==> src/rtl/trsb_pkg.sv <==
// Shared types and constants for the TCP reset segment builder.
// No dependencies; every other rtl file uses this package by scoped names.
`default_nettype none

package trsb_pkg;

	typedef struct packed {
		logic [31:0] source_address;
		logic [31:0] dest_address;
		logic [15:0] source_port;
		logic [15:0] dest_port;
		logic [31:0] sequence_number;
		logic [31:0] ack_number;
	} req_t;

	typedef struct packed {
		logic [31:0] header_word;
		logic [3:0]  word_index;
		logic        last_word;
	} word_t;

	// One classified request as it waits in the queue.
	typedef struct packed {
		req_t        req;
		logic [15:0] packet_id;
		logic [15:0] ip_csum;
		logic [15:0] tcp_csum;
	} job_t;

	localparam logic [7:0]  VER_IHL      = 8'h45;
	localparam logic [7:0]  TOS          = 8'h00;
	localparam logic [15:0] TOTAL_LEN    = 16'd40;
	localparam logic [15:0] FRAG_FIELD   = 16'h0000;
	localparam logic [7:0]  TTL          = 8'd64;
	localparam logic [7:0]  PROTO_TCP    = 8'd6;
	localparam logic [15:0] TCP_LEN      = 16'd20;
	localparam logic [15:0] OFFSET_FLAGS = 16'h5004; // data offset 5, RST only
	localparam logic [15:0] WINDOW       = 16'h0000;
	localparam logic [15:0] URG_PTR      = 16'h0000;

	// Word positions within the 40-byte header
	localparam logic [3:0] WI_VER_LEN   = 4'd0;
	localparam logic [3:0] WI_ID_FRAG   = 4'd1;
	localparam logic [3:0] WI_TTL_CSUM  = 4'd2;
	localparam logic [3:0] WI_SRC_ADDR  = 4'd3;
	localparam logic [3:0] WI_DST_ADDR  = 4'd4;
	localparam logic [3:0] WI_PORTS     = 4'd5;
	localparam logic [3:0] WI_SEQ       = 4'd6;
	localparam logic [3:0] WI_ACK       = 4'd7;
	localparam logic [3:0] WI_OFF_WIN   = 4'd8;
	localparam logic [3:0] WI_CSUM_URG  = 4'd9;

endpackage

`default_nettype wire

==> src/rtl/trsb_front.sv <==
// Front end: takes requests, stamps the packet id, forms both checksums.
// Uses trsb_pkg. Two register stages, output is a job for the queue.
`default_nettype none

module trsb_front (
	input  wire logic          clk,
	input  wire logic          arst_n,
	input  wire logic          req_valid,
	output logic               req_stall,
	input  wire trsb_pkg::req_t req,
	output logic               push_valid,
	input  wire logic          push_ready,
	output trsb_pkg::job_t     push_job
);

	logic                v_s1;
	trsb_pkg::req_t      req_s1;
	logic [15:0]         id_s1;
	logic [15:0]         id_q;

	logic                v_s2;
	trsb_pkg::req_t      req_s2;
	logic [15:0]         id_s2;
	logic [19:0]         ip_sum_s2;
	logic [19:0]         tcp_sum_s2;

	logic                adv2;
	logic                accept;
	logic [19:0]         ip_sum;
	logic [19:0]         tcp_sum;

	// End-around carry fold to 16 bits, then one's complement.
	function automatic logic [15:0] fold_inv(input logic [19:0] s);
		logic [16:0] a;
		logic [15:0] b;
		a = {1'b0, s[15:0]} + {13'd0, s[19:16]};
		b = a[15:0] + {15'd0, a[16]};
		return ~b;
	endfunction

	assign adv2      = !v_s2 || push_ready;
	assign req_stall = v_s1 && !adv2;
	assign accept    = req_valid && !req_stall;

	always_comb begin
		ip_sum = {4'd0, trsb_pkg::VER_IHL, trsb_pkg::TOS}
			+ {4'd0, trsb_pkg::TOTAL_LEN}
			+ {4'd0, id_s1}
			+ {4'd0, trsb_pkg::FRAG_FIELD}
			+ {4'd0, trsb_pkg::TTL, trsb_pkg::PROTO_TCP}
			+ {4'd0, req_s1.source_address[31:16]}
			+ {4'd0, req_s1.source_address[15:0]}
			+ {4'd0, req_s1.dest_address[31:16]}
			+ {4'd0, req_s1.dest_address[15:0]};
		// pseudo-header plus TCP header
		tcp_sum = {4'd0, req_s1.source_address[31:16]}
			+ {4'd0, req_s1.source_address[15:0]}
			+ {4'd0, req_s1.dest_address[31:16]}
			+ {4'd0, req_s1.dest_address[15:0]}
			+ {12'd0, trsb_pkg::PROTO_TCP}
			+ {4'd0, trsb_pkg::TCP_LEN}
			+ {4'd0, req_s1.source_port}
			+ {4'd0, req_s1.dest_port}
			+ {4'd0, req_s1.sequence_number[31:16]}
			+ {4'd0, req_s1.sequence_number[15:0]}
			+ {4'd0, req_s1.ack_number[31:16]}
			+ {4'd0, req_s1.ack_number[15:0]}
			+ {4'd0, trsb_pkg::OFFSET_FLAGS}
			+ {4'd0, trsb_pkg::WINDOW}
			+ {4'd0, trsb_pkg::URG_PTR};
	end

	always_ff @(posedge clk or negedge arst_n) begin
		if (!arst_n) begin
			v_s1 <= 1'b0;
			v_s2 <= 1'b0;
			id_q <= '0;
		end else begin
			if (!req_stall)
				v_s1 <= req_valid;
			if (adv2)
				v_s2 <= v_s1;
			if (accept)
				id_q <= id_q + 16'd1;
		end
	end

	always_ff @(posedge clk) begin
		if (accept) begin
			req_s1 <= req;
			id_s1  <= id_q;
		end
		if (adv2 && v_s1) begin
			req_s2     <= req_s1;
			id_s2      <= id_s1;
			ip_sum_s2  <= ip_sum;
			tcp_sum_s2 <= tcp_sum;
		end
	end

	assign push_valid         = v_s2;
	assign push_job.req       = req_s2;
	assign push_job.packet_id = id_s2;
	assign push_job.ip_csum   = fold_inv(ip_sum_s2);
	assign push_job.tcp_csum  = fold_inv(tcp_sum_s2);

	a_id_step: assert property (@(posedge clk) disable iff (!arst_n)
		accept |=> id_q == $past(id_q) + 16'd1)
		else $error("packet id did not advance on accepted request");
	a_s1_hold: assert property (@(posedge clk) disable iff (!arst_n)
		req_stall |=> v_s1)
		else $error("stage 1 lost a stalled request");

endmodule

`default_nettype wire

==> src/rtl/trsb_queue.sv <==
// Short job queue between front and back ends.
// Uses trsb_pkg for the job type; depth set by DEPTH.
`default_nettype none

module trsb_queue #(
	parameter int DEPTH = 4
) (
	input  wire logic          clk,
	input  wire logic          arst_n,
	input  wire logic          push_valid,
	output logic               push_ready,
	input  wire trsb_pkg::job_t push_job,
	output logic               pop_valid,
	input  wire logic          pop,
	output trsb_pkg::job_t     pop_job
);

	localparam int PW = (DEPTH > 1) ? $clog2(DEPTH) : 1;
	localparam int CW = $clog2(DEPTH + 1);

	trsb_pkg::job_t   mem_q [DEPTH];
	logic [PW-1:0]    wr_ptr_q;
	logic [PW-1:0]    rd_ptr_q;
	logic [CW-1:0]    cnt_q;
	logic             do_push;
	logic             do_pop;

	assign push_ready = cnt_q != CW'(DEPTH);
	assign pop_valid  = cnt_q != '0;
	assign do_push    = push_valid && push_ready;
	assign do_pop     = pop && pop_valid;
	assign pop_job    = mem_q[rd_ptr_q];

	always_ff @(posedge clk or negedge arst_n) begin
		if (!arst_n) begin
			wr_ptr_q <= '0;
			rd_ptr_q <= '0;
			cnt_q    <= '0;
		end else begin
			if (do_push)
				wr_ptr_q <= (wr_ptr_q == PW'(DEPTH - 1)) ? '0 : wr_ptr_q + 1'b1;
			if (do_pop)
				rd_ptr_q <= (rd_ptr_q == PW'(DEPTH - 1)) ? '0 : rd_ptr_q + 1'b1;
			if (do_push && !do_pop)
				cnt_q <= cnt_q + 1'b1;
			else if (do_pop && !do_push)
				cnt_q <= cnt_q - 1'b1;
		end
	end

	always_ff @(posedge clk) begin
		if (do_push)
			mem_q[wr_ptr_q] <= push_job;
	end

	a_cnt_range: assert property (@(posedge clk) disable iff (!arst_n)
		cnt_q <= CW'(DEPTH))
		else $error("queue count beyond depth");
	a_pop_nonempty: assert property (@(posedge clk) disable iff (!arst_n)
		pop |-> pop_valid)
		else $error("pop from empty queue");

endmodule

`default_nettype wire

==> src/rtl/trsb_back.sv <==
// Back end: walks the ten header words of the queue head into an output register.
// Uses trsb_pkg for the job and word types and the field constants.
`default_nettype none

module trsb_back (
	input  wire logic          clk,
	input  wire logic          arst_n,
	input  wire logic          job_valid,
	input  wire trsb_pkg::job_t job,
	output logic               pop,
	output logic               word_valid,
	input  wire logic          word_stall,
	output trsb_pkg::word_t    word
);

	logic [3:0]       cnt_q;
	logic             word_valid_q;
	trsb_pkg::word_t  word_q;
	logic             load;
	logic             emit;
	logic             at_last;
	logic [31:0]      hw;

	assign load    = !word_valid_q || !word_stall;
	assign emit    = load && job_valid;
	assign at_last = cnt_q == trsb_pkg::WI_CSUM_URG;
	assign pop     = emit && at_last;

	always_comb begin
		unique case (cnt_q)
			trsb_pkg::WI_VER_LEN:
				hw = {trsb_pkg::VER_IHL, trsb_pkg::TOS, trsb_pkg::TOTAL_LEN};
			trsb_pkg::WI_ID_FRAG:  hw = {job.packet_id, trsb_pkg::FRAG_FIELD};
			trsb_pkg::WI_TTL_CSUM: hw = {trsb_pkg::TTL, trsb_pkg::PROTO_TCP, job.ip_csum};
			trsb_pkg::WI_SRC_ADDR: hw = job.req.source_address;
			trsb_pkg::WI_DST_ADDR: hw = job.req.dest_address;
			trsb_pkg::WI_PORTS:    hw = {job.req.source_port, job.req.dest_port};
			trsb_pkg::WI_SEQ:      hw = job.req.sequence_number;
			trsb_pkg::WI_ACK:      hw = job.req.ack_number;
			trsb_pkg::WI_OFF_WIN:  hw = {trsb_pkg::OFFSET_FLAGS, trsb_pkg::WINDOW};
			trsb_pkg::WI_CSUM_URG: hw = {job.tcp_csum, trsb_pkg::URG_PTR};
			default:               hw = '0;
		endcase
	end

	always_ff @(posedge clk or negedge arst_n) begin
		if (!arst_n) begin
			cnt_q        <= trsb_pkg::WI_VER_LEN;
			word_valid_q <= 1'b0;
		end else begin
			if (load)
				word_valid_q <= job_valid;
			if (emit)
				cnt_q <= at_last ? trsb_pkg::WI_VER_LEN : cnt_q + 4'd1;
		end
	end

	always_ff @(posedge clk) begin
		if (emit) begin
			word_q.header_word <= hw;
			word_q.word_index  <= cnt_q;
			word_q.last_word   <= at_last;
		end
	end

	assign word_valid = word_valid_q;
	assign word       = word_q;

	a_last_flag: assert property (@(posedge clk) disable iff (!arst_n)
		word_valid |-> word.last_word == (word.word_index == trsb_pkg::WI_CSUM_URG))
		else $error("last_word disagrees with word_index");
	a_cnt_range: assert property (@(posedge clk) disable iff (!arst_n)
		cnt_q <= trsb_pkg::WI_CSUM_URG)
		else $error("word counter out of range");

endmodule

`default_nettype wire

==> src/rtl/tcp_reset_segment_builder.sv <==
// TCP reset segment builder, top level.
// Instantiates trsb_front, trsb_queue and trsb_back; types from trsb_pkg.
//
// Request channel (req_valid/req_stall/req): one transfer carries the address
// pair, ports, sequence and acknowledgement numbers of one reset segment.
// Word channel (word_valid/word_stall/word): each request yields ten transfers,
// the 40-byte IPv4 + TCP header in network order, word_index 0..9, last_word
// set on index 9.
// Path: the first word passes the two front-end stages, the queue and the
// output register; the other nine follow one per cycle while word_stall is
// low. Throughput: one word per cycle while word_stall is low, each request
// yielding ten words. The front end takes requests back to back until the
// job queue (QUEUE_DEPTH entries) and its two stages are full, then raises
// req_stall.
// Reset clears the packet id counter to 0, empties the queue and drops any
// word in flight. While word_stall is high the current word holds; the queue
// keeps absorbing requests until full.
`default_nettype none

module tcp_reset_segment_builder #(
	parameter int QUEUE_DEPTH = 4
) (
	input  wire logic           clk,
	input  wire logic           arst_n,
	input  wire logic           req_valid,
	output logic                req_stall,
	input  wire trsb_pkg::req_t req,
	output logic                word_valid,
	input  wire logic           word_stall,
	output trsb_pkg::word_t     word
);

	logic            push_valid;
	logic            push_ready;
	trsb_pkg::job_t  push_job;
	logic            job_valid;
	logic            pop;
	trsb_pkg::job_t  job;

	trsb_front u_front (
		.clk        (clk),
		.arst_n     (arst_n),
		.req_valid  (req_valid),
		.req_stall  (req_stall),
		.req        (req),
		.push_valid (push_valid),
		.push_ready (push_ready),
		.push_job   (push_job)
	);

	trsb_queue #(
		.DEPTH (QUEUE_DEPTH)
	) u_queue (
		.clk        (clk),
		.arst_n     (arst_n),
		.push_valid (push_valid),
		.push_ready (push_ready),
		.push_job   (push_job),
		.pop_valid  (job_valid),
		.pop        (pop),
		.pop_job    (job)
	);

	trsb_back u_back (
		.clk        (clk),
		.arst_n     (arst_n),
		.job_valid  (job_valid),
		.job        (job),
		.pop        (pop),
		.word_valid (word_valid),
		.word_stall (word_stall),
		.word       (word)
	);

endmodule

`default_nettype wire

==> config.mk <==
export PLATFORM = sky130hd
export DESIGN_NAME = tcp_reset_segment_builder
export DESIGN_NICKNAME = d
export VERILOG_FILES = /design/src/rtl/trsb_pkg.sv /design/src/rtl/trsb_front.sv /design/src/rtl/trsb_queue.sv /design/src/rtl/trsb_back.sv /design/src/rtl/tcp_reset_segment_builder.sv
export SDC_FILE = /design/constraint.sdc
export NUM_CORES = 1
export LEC_CHECK = 0
export BUFFER_PORTS_ARGS = -buffer_cell sky130_fd_sc_hd__buf_2
export CORE_MARGIN = 3
export CORE_UTILIZATION = 62
export DETAILED_ROUTE_END_ITERATION = 8
export GPL_ROUTABILITY_DRIVEN = 0
export GPL_TIMING_DRIVEN = 0
export PLACE_DENSITY_LB_ADDON = 0.25
export SLEW_MARGIN = 40
export SYNTH_ARGS = -nofsm -noshare
export SYNTH_HDL_FRONTEND = slang
export SYNTH_SLANG_ARGS = --single-unit
==> constraint.sdc <==
create_clock -name clk -period 12.7 [get_ports clk]
set_input_delay 2.54 -clock clk [delete_from_list [all_inputs] [get_ports clk]]
set_output_delay 2.54 -clock clk [all_outputs]
set_load 0.01 [all_outputs]
-- After elaboration in Yosys (flattened, before gate mapping)
Memories as Yosys holds them, arrays and structs flattened.
Cells that the tools add are included.
- memories kept: 1
- RAM bits: 832
- flip-flop bits (word level): 459
- word-level logic and storage cells: 99
- input port bits: 164
- add/sub/neg operators: 28
- multiplexer cells: 8
- bitwise operators: 2
- equality and inequality tests: 12
- reduce and logical (&&, ||, !) cells: 21
- memories (name ; words ; width ; rd ports ; clocked after memory_dff ; write ports ; RTL line ; RTL):
    u_queue.mem_q ; 4 ; 208 ; 1 ; 0 ; 1 ; trsb_queue.sv:21 ; trsb_pkg::job_t mem_q [DEPTH];
- operators by type and width (operator ; number):
    32-bit one-hot mux with 10 select lines ; 1
    20-bit by 16-bit adder with 20-bit output ; 12
    20-bit by 15-bit adder with 20-bit output, second input constant ; 2
    16-bit by 4-bit adder with 17-bit output ; 2
    16-bit by 1-bit adder with 16-bit output ; 2
    16-bit NOT ; 2
    20-bit by 3-bit adder with 20-bit output, second input constant ; 1
    20-bit by 5-bit adder with 20-bit output, second input constant ; 1
    15-bit by 16-bit adder with 17-bit output, first input constant ; 1
    16-bit by 16-bit adder with 17-bit output ; 1
    16-bit by 1-bit adder with 16-bit output, second input constant ; 1
    4-bit by 3-bit equality test with 1-bit output, second input constant ; 4
    1-bit logical AND ; 9
    4-bit by 2-bit equality test with 1-bit output, second input constant ; 2
    4-bit equality test, second input constant ; 2
    1-bit logical NOT ; 7
    3-bit 2-to-1 mux ; 2
    2-bit by 1-bit adder with 2-bit output, second input constant ; 2
    4-bit by 1-bit adder with 4-bit output, second input constant ; 1
    2-bit equality test, second input constant ; 2
    4-bit by 1-bit equality test with 1-bit output, second input constant ; 1
    4-bit logical NOT ; 1
    2-bit 2-to-1 mux ; 2
    4-bit 2-to-1 mux ; 1
    7 further kinds ; 9

-- Logic depth before layout (Yosys ltp)
- depth after elaboration: 12
- depth in mapped cells: 26

-- By module
From an unflattened synthesis, not the netlist that was laid out.
- cell total of the unflattened synthesis: 2782
- area, all modules: 54133.2 µm²
- modules (own cells, without submodules) (module ; seq. area each (µm²) ; cells an instance ; area each (µm²) ; times used):
    trsb_queue ; 25159.1 ; 1123 ; 30478.0 ; 1
    trsb_front ; 12191.7 ; 1340 ; 20251.9 ; 1
    trsb_back ; 1236.2 ; 319 ; 3403.3 ; 1

-- Worst setup path after synthesis
Ideal clock, no wire load.
- path type: flip-flop to flip-flop
- from: register u_queue.cnt_q[0]
- to: register u_front.id_s2[0] (enable)
- setup time: 820 ps
- stages on the path, launching flop included: 3
- arrival time: 10188 ps
- required time: 11880 ps
- slack: 1692 ps
- cell sequence: dfrtp_1 > and4bb_2 > nor2b_1
- word-level cells in the longest chain between the ends: 3
- ends and longest elaborated chain (element ; RTL line ; RTL):
    start, declared ; trsb_queue.sv:24 ; logic [CW-1:0] cnt_q;
    start signal, assigned ; trsb_queue.sv:45 ; cnt_q <= cnt_q + 1'b1;
    start signal, assigned ; trsb_queue.sv:47 ; cnt_q <= cnt_q - 1'b1;
    3-bit != test ; trsb_queue.sv:28 ; assign push_ready = cnt_q != CW'(DEPTH);
    1-bit logical OR ; trsb_front.sv:41 ; assign adv2 = !v_s2 || push_ready;
    1-bit logical AND ; trsb_front.sv:93 ; if (adv2 && v_s1) begin
    end signal, assigned ; trsb_front.sv:95 ; id_s2 <= id_s1;
    end, declared ; trsb_front.sv:23 ; logic [15:0] id_s2;
Every way passes these cells.
A chain may end at the register's enable or synchronous reset.

-- Worst setup path in the final report
- from: register u_front.req_s1[128] (netlist name)
- to: register u_front.tcp_sum_s2[18], data pin
- word-level cells in the longest chain between the ends: 12
- ends and longest elaborated chain (element ; RTL line ; RTL):
    start, declared ; trsb_front.sv:17 ; trsb_pkg::req_t req_s1;
    start signal, assigned ; trsb_front.sv:90 ; req_s1 <= req;
    16-bit by 16-bit adder with 17-bit output ; trsb_front.sv:57 ; + {4'd0, req_s1.source_address[15:0]}
    20-bit by 16-bit adder with 20-bit output ; trsb_front.sv:58 ; + {4'd0, req_s1.dest_address[31:16]}
    20-bit by 16-bit adder with 20-bit output ; trsb_front.sv:59 ; + {4'd0, req_s1.dest_address[15:0]}
    20-bit by 3-bit adder with 20-bit output ; trsb_front.sv:60 ; + {12'd0, trsb_pkg::PROTO_TCP}
    20-bit by 5-bit adder with 20-bit output ; trsb_front.sv:61 ; + {4'd0, trsb_pkg::TCP_LEN}
    20-bit by 16-bit adder with 20-bit output ; trsb_front.sv:62 ; + {4'd0, req_s1.source_port}
    20-bit by 16-bit adder with 20-bit output ; trsb_front.sv:63 ; + {4'd0, req_s1.dest_port}
    20-bit by 16-bit adder with 20-bit output ; trsb_front.sv:64 ; + {4'd0, req_s1.sequence_number[31:16]}
    20-bit by 16-bit adder with 20-bit output ; trsb_front.sv:65 ; + {4'd0, req_s1.sequence_number[15:0]}
    20-bit by 16-bit adder with 20-bit output ; trsb_front.sv:66 ; + {4'd0, req_s1.ack_number[31:16]}
    20-bit by 16-bit adder with 20-bit output ; trsb_front.sv:67 ; + {4'd0, req_s1.ack_number[15:0]}
    20-bit by 15-bit adder with 20-bit output ; trsb_front.sv:68 ; + {4'd0, trsb_pkg::OFFSET_FLAGS}
    net u_front.tcp_sum[18] ; trsb_front.sv:30 ; logic [19:0] tcp_sum;
    end signal, assigned ; trsb_front.sv:97 ; tcp_sum_s2 <= tcp_sum;
    end, declared ; trsb_front.sv:25 ; logic [19:0] tcp_sum_s2;
The timed path passes the listed nets, and every way through them passes these cells.

==> results.md <==
- YS warnings: 0
- Gr usage total: about a third
- CTS Sinks: 1290
- H-tree levels: 4
- Final Hold Fails: 0
- Fillers: 4898
- Area of the multi-input gates: 13660 um^2
- Largest net degree at the start of global routing: 36
- Worst-Margin Slew: approximately 950 ps
- Detailed Route WL: 140500 um
- Rel. slew slack: 36.80%
- Most used DFF post-synth: edfxtp_1
- CP max FO: 7
- Max-slew violations: 0
- Crit Path Category: register to register
- Die Area: 89790 um^2
- Sequential share of the synthesized area: 72.18%
- Chip height: 299.7 um
- Vias: 28.59k
- Critical Path End Type: register
- Final WS setup: 4642 ps
- Dpl cell area: roughly 57000 um^2
- CTS max path bufs: 3
- Initial Utilization: 62.69%
- Placeable Area: 85280 um^2
- Outcome: completed
- Minimum clock period: 8058 ps
- IO Port Bufs: 202
- Yosys cell types: 77
- Hold/Removal Path Class: register to register
- Area grow syn2layout: 14.66%
- Crit path launch type: register
- CTS hold repair buffers: 0
- CTS Buf Count: 130
- Register area: 38590 um^2
- Via density: 6.488
- Nets@finish: about 3.6k
- Pleak: 0.02184 uW
- Final antenna-violating net count: 0
- Final setup vio count: 0
- # DRC: 0
- Synthesis-stage register bit count: between 1k and 1.5k
- Detailed Place HPWL: 98840 um
- Fin Clk Skew: just under 30 ps
- FFs w/ async S/R, synth: roughly 2.3%
- Mapped Cells: between 2k and 3k
- Pwr Total: 19170 uW
- Final instance area: 61300 um^2
- GR Overflow Total: 0
- First-pass GRT wire length: 200200 um
- CTS tree: built
- Post-Place Worst Slack: slightly below 5000 ps
- Required @ worst endpoint: 13150 ps
- P per Cell Area: 312.8 nW/um^2
- Part of the cycle the worst path needs: 63.45%
- Fmax: 0.1241 GHz
- Cell row count: approximately 110
- # IOs: 203
- Worst-Skew Late Latency: 740 ps
- RSZ-0062 raised after global routing: no
- VDD IR max: 0.3897 mV
- Post-synth EDFFs: about 1.3k
- Routed WL per cell: 31.89 um
- Mapped Area: between 50000 and 60000 um^2
- CTS clock-pin slew for the worst setup and hold paths: 60 ps
- Post-CTS sizing: 0
- Avg Cell Area, Syn: around 19 um^2
- Max_cap viols: 0
- Vias in the first global route: ~29k
- Drt initial violations: around 4.3k
- Syn_nets: 3191
- Data arrival, critical path: 8510 ps
- Ratio of cells with drive above 1 in the final layout: 23.18%
- Die extent in x: between 200 and 300 um
- N_diodes: 0
- Initial antenna violation count: 5
- DR pass1 iterations: 7
- Setup TNS: 0 ps
- Root buf cell: clkbuf_16
- Setup bufs post-CTS: 0
==> cell usage in the layout (no fill, tap or decap), types with 15 or more instances in the layout <==
| cell type | synthesis | routed |
|---|---|---|
| mux4_2 | 208 | 208 |
| a22oi_1 | 75 | 75 |
| a32oi_1 | 17 | 17 |
| a21o_1 | 17 | 17 |
| nand3_1 | 36 | 36 |
| a21oi_1 | 53 | 52 |
| dfrtp_1 | 30 | 30 |
| edfxtp_1 | 1260 | 1260 |
| buf_8 | 0 | 21 |
| clkinv_1 | 0 | 25 |
| buf_12 | 0 | 24 |
| nor2_1 | 54 | 54 |
| fa_1 | 162 | 162 |
| inv_1 | 252 | 252 |
| o21ai_0 | 33 | 32 |
| xnor2_1 | 70 | 69 |
| nand4_1 | 17 | 17 |
| nand2_1 | 88 | 88 |
| clkbuf_16 | 0 | 135 |
| ha_1 | 96 | 96 |
| clkbuf_1 | 42 | 44 |
| xor2_1 | 44 | 44 |
| clkbuf_2 | 0 | 26 |
| buf_2 | 24 | 233 |
| o211ai_1 | 15 | 15 |
==> metrics by stage <==
step                      hold WS, ps  instances  util, %
after floorplan                 419.6       2769        -
after global placement          439.3       4115    65.55
after detailed placement        464.9       4172    66.90
after CTS                       472.2       4406    71.86
after global routing            477.6       4406    71.88
final                           467.7       4406    71.88
==> report_power, final <==
group | internal, uW | leakage [uW] | switching, uW
logic | 3260 | 0.00758 | 5240
clock network | 2220 | 0.00205 | 1600
registers | 6360 | 0.0122 | 499
==> critical path: stages, from the launching register on <==
cell,delay [ps]
edfxtp_1,410
ha_1,220
inv_1,110
fa_1,430
nor2b_1,160
o21a_1,180
o21ai_1,100
a211oi_1,630
nor2_1,150
xnor2_1,540
fa_1,540
inv_1,80
fa_1,450
fa_1,500
inv_1,50
fa_1,440
ha_1,320
ha_1,270
clkbuf_1,280
nand3_1,180
or3_1,400
a211oi_1,560
or3_1,210
a21oi_1,80
xnor2_1,480
==> synth_stat cells (all sizes together) (19+ instances only) <==
library cell	number	area share (%)
mux4	208	8.8
clkbuf	42	0.29
xnor2	70	1.1
nor2	54	0.38
a22oi	75	1.1
xor2	44	0.72
nand2	88	0.62
buf	37	0.34
fa	162	6.1
o21ai	37	0.35
dfrtp	30	1.4
nor3	19	0.18
a21oi	57	0.56
inv	252	1.8
nand3	40	0.43
ha	96	2.2
edfxtp	1260	71
==> sequential cells by signal, indices dropped and copies added (netlist names) <==
register,count
u_front.req_s1,160
u_front.v_s1,1
u_queue.rd_ptr_q,2
u_front.push_job,160
u_front.tcp_sum_s2,20
u_back.word_valid,1
u_back.word,37
u_front.id_s2,16
u_front.ip_sum_s2,19
u_queue.wr_ptr_q,2
u_front.id_s1,16
u_front.push_valid,1
u_front.id_q,16
u_queue.mem_q,832
u_queue.cnt_q,3
u_back.cnt_q,4
==> path summary, 6_finish.rpt <==
kind | start | endpoint | slack (ps) | cells after the start
max reg2reg | u_front.req_s1[128] | u_front.tcp_sum_s2[18] | 4640 | 24
min reg2reg | u_front.req_s1[51] | u_front.push_job[99] | 470 | 0
max in group asynchronous | arst_n | u_front.id_q[13] | 10520 | 1
min | u_front.req_s1[51] | u_front.push_job[99] | 470 | 0
min in group asynchronous | arst_n | u_queue.cnt_q[2] | 1780 | 1
max | u_front.req_s1[128] | u_front.tcp_sum_s2[18] | 4640 | 24
==> cell families (layout without fill, tap and decap cells) <==
group                    count (synthesis)  after routing  synth area share (%)
XOR/XNOR                               114            114                 1.868
adder cells (fa/ha/maj)                258            258                 8.313
AO/OA/AOI/OAI                          279            279                 3.658
multiplexers                           213            213                 8.863
buffers and inverters                  331            824                 2.408
AND/OR/NAND/NOR                        284            284                 2.715
flip-flops                            1290           1290                 72.18
==> per-layer routing <==
metal / global-route usage [%] / part of all wire, %
met1: 42.09 / 35
met2: 50.71 / 48
met3: 10.03 / 13
met4: 12.67 / 4.4
met5: 0 / 0.021
==> cell type report <==
| class | count | share of cell area [%] |
|---|---|---|
| sequential | 1290 | 62.95 |
| multi-input combinational | 1148 | 22.29 |
| clock buffer | 165 | 5.744 |
| timing repair buffer | 259 | 3.356 |
| tap | 1144 | 2.335 |
| inverter | 252 | 1.543 |
| clock inverter | 69 | 1.161 |
| buffer | 79 | 0.6246 |
(Power assumes the default switching activity.)
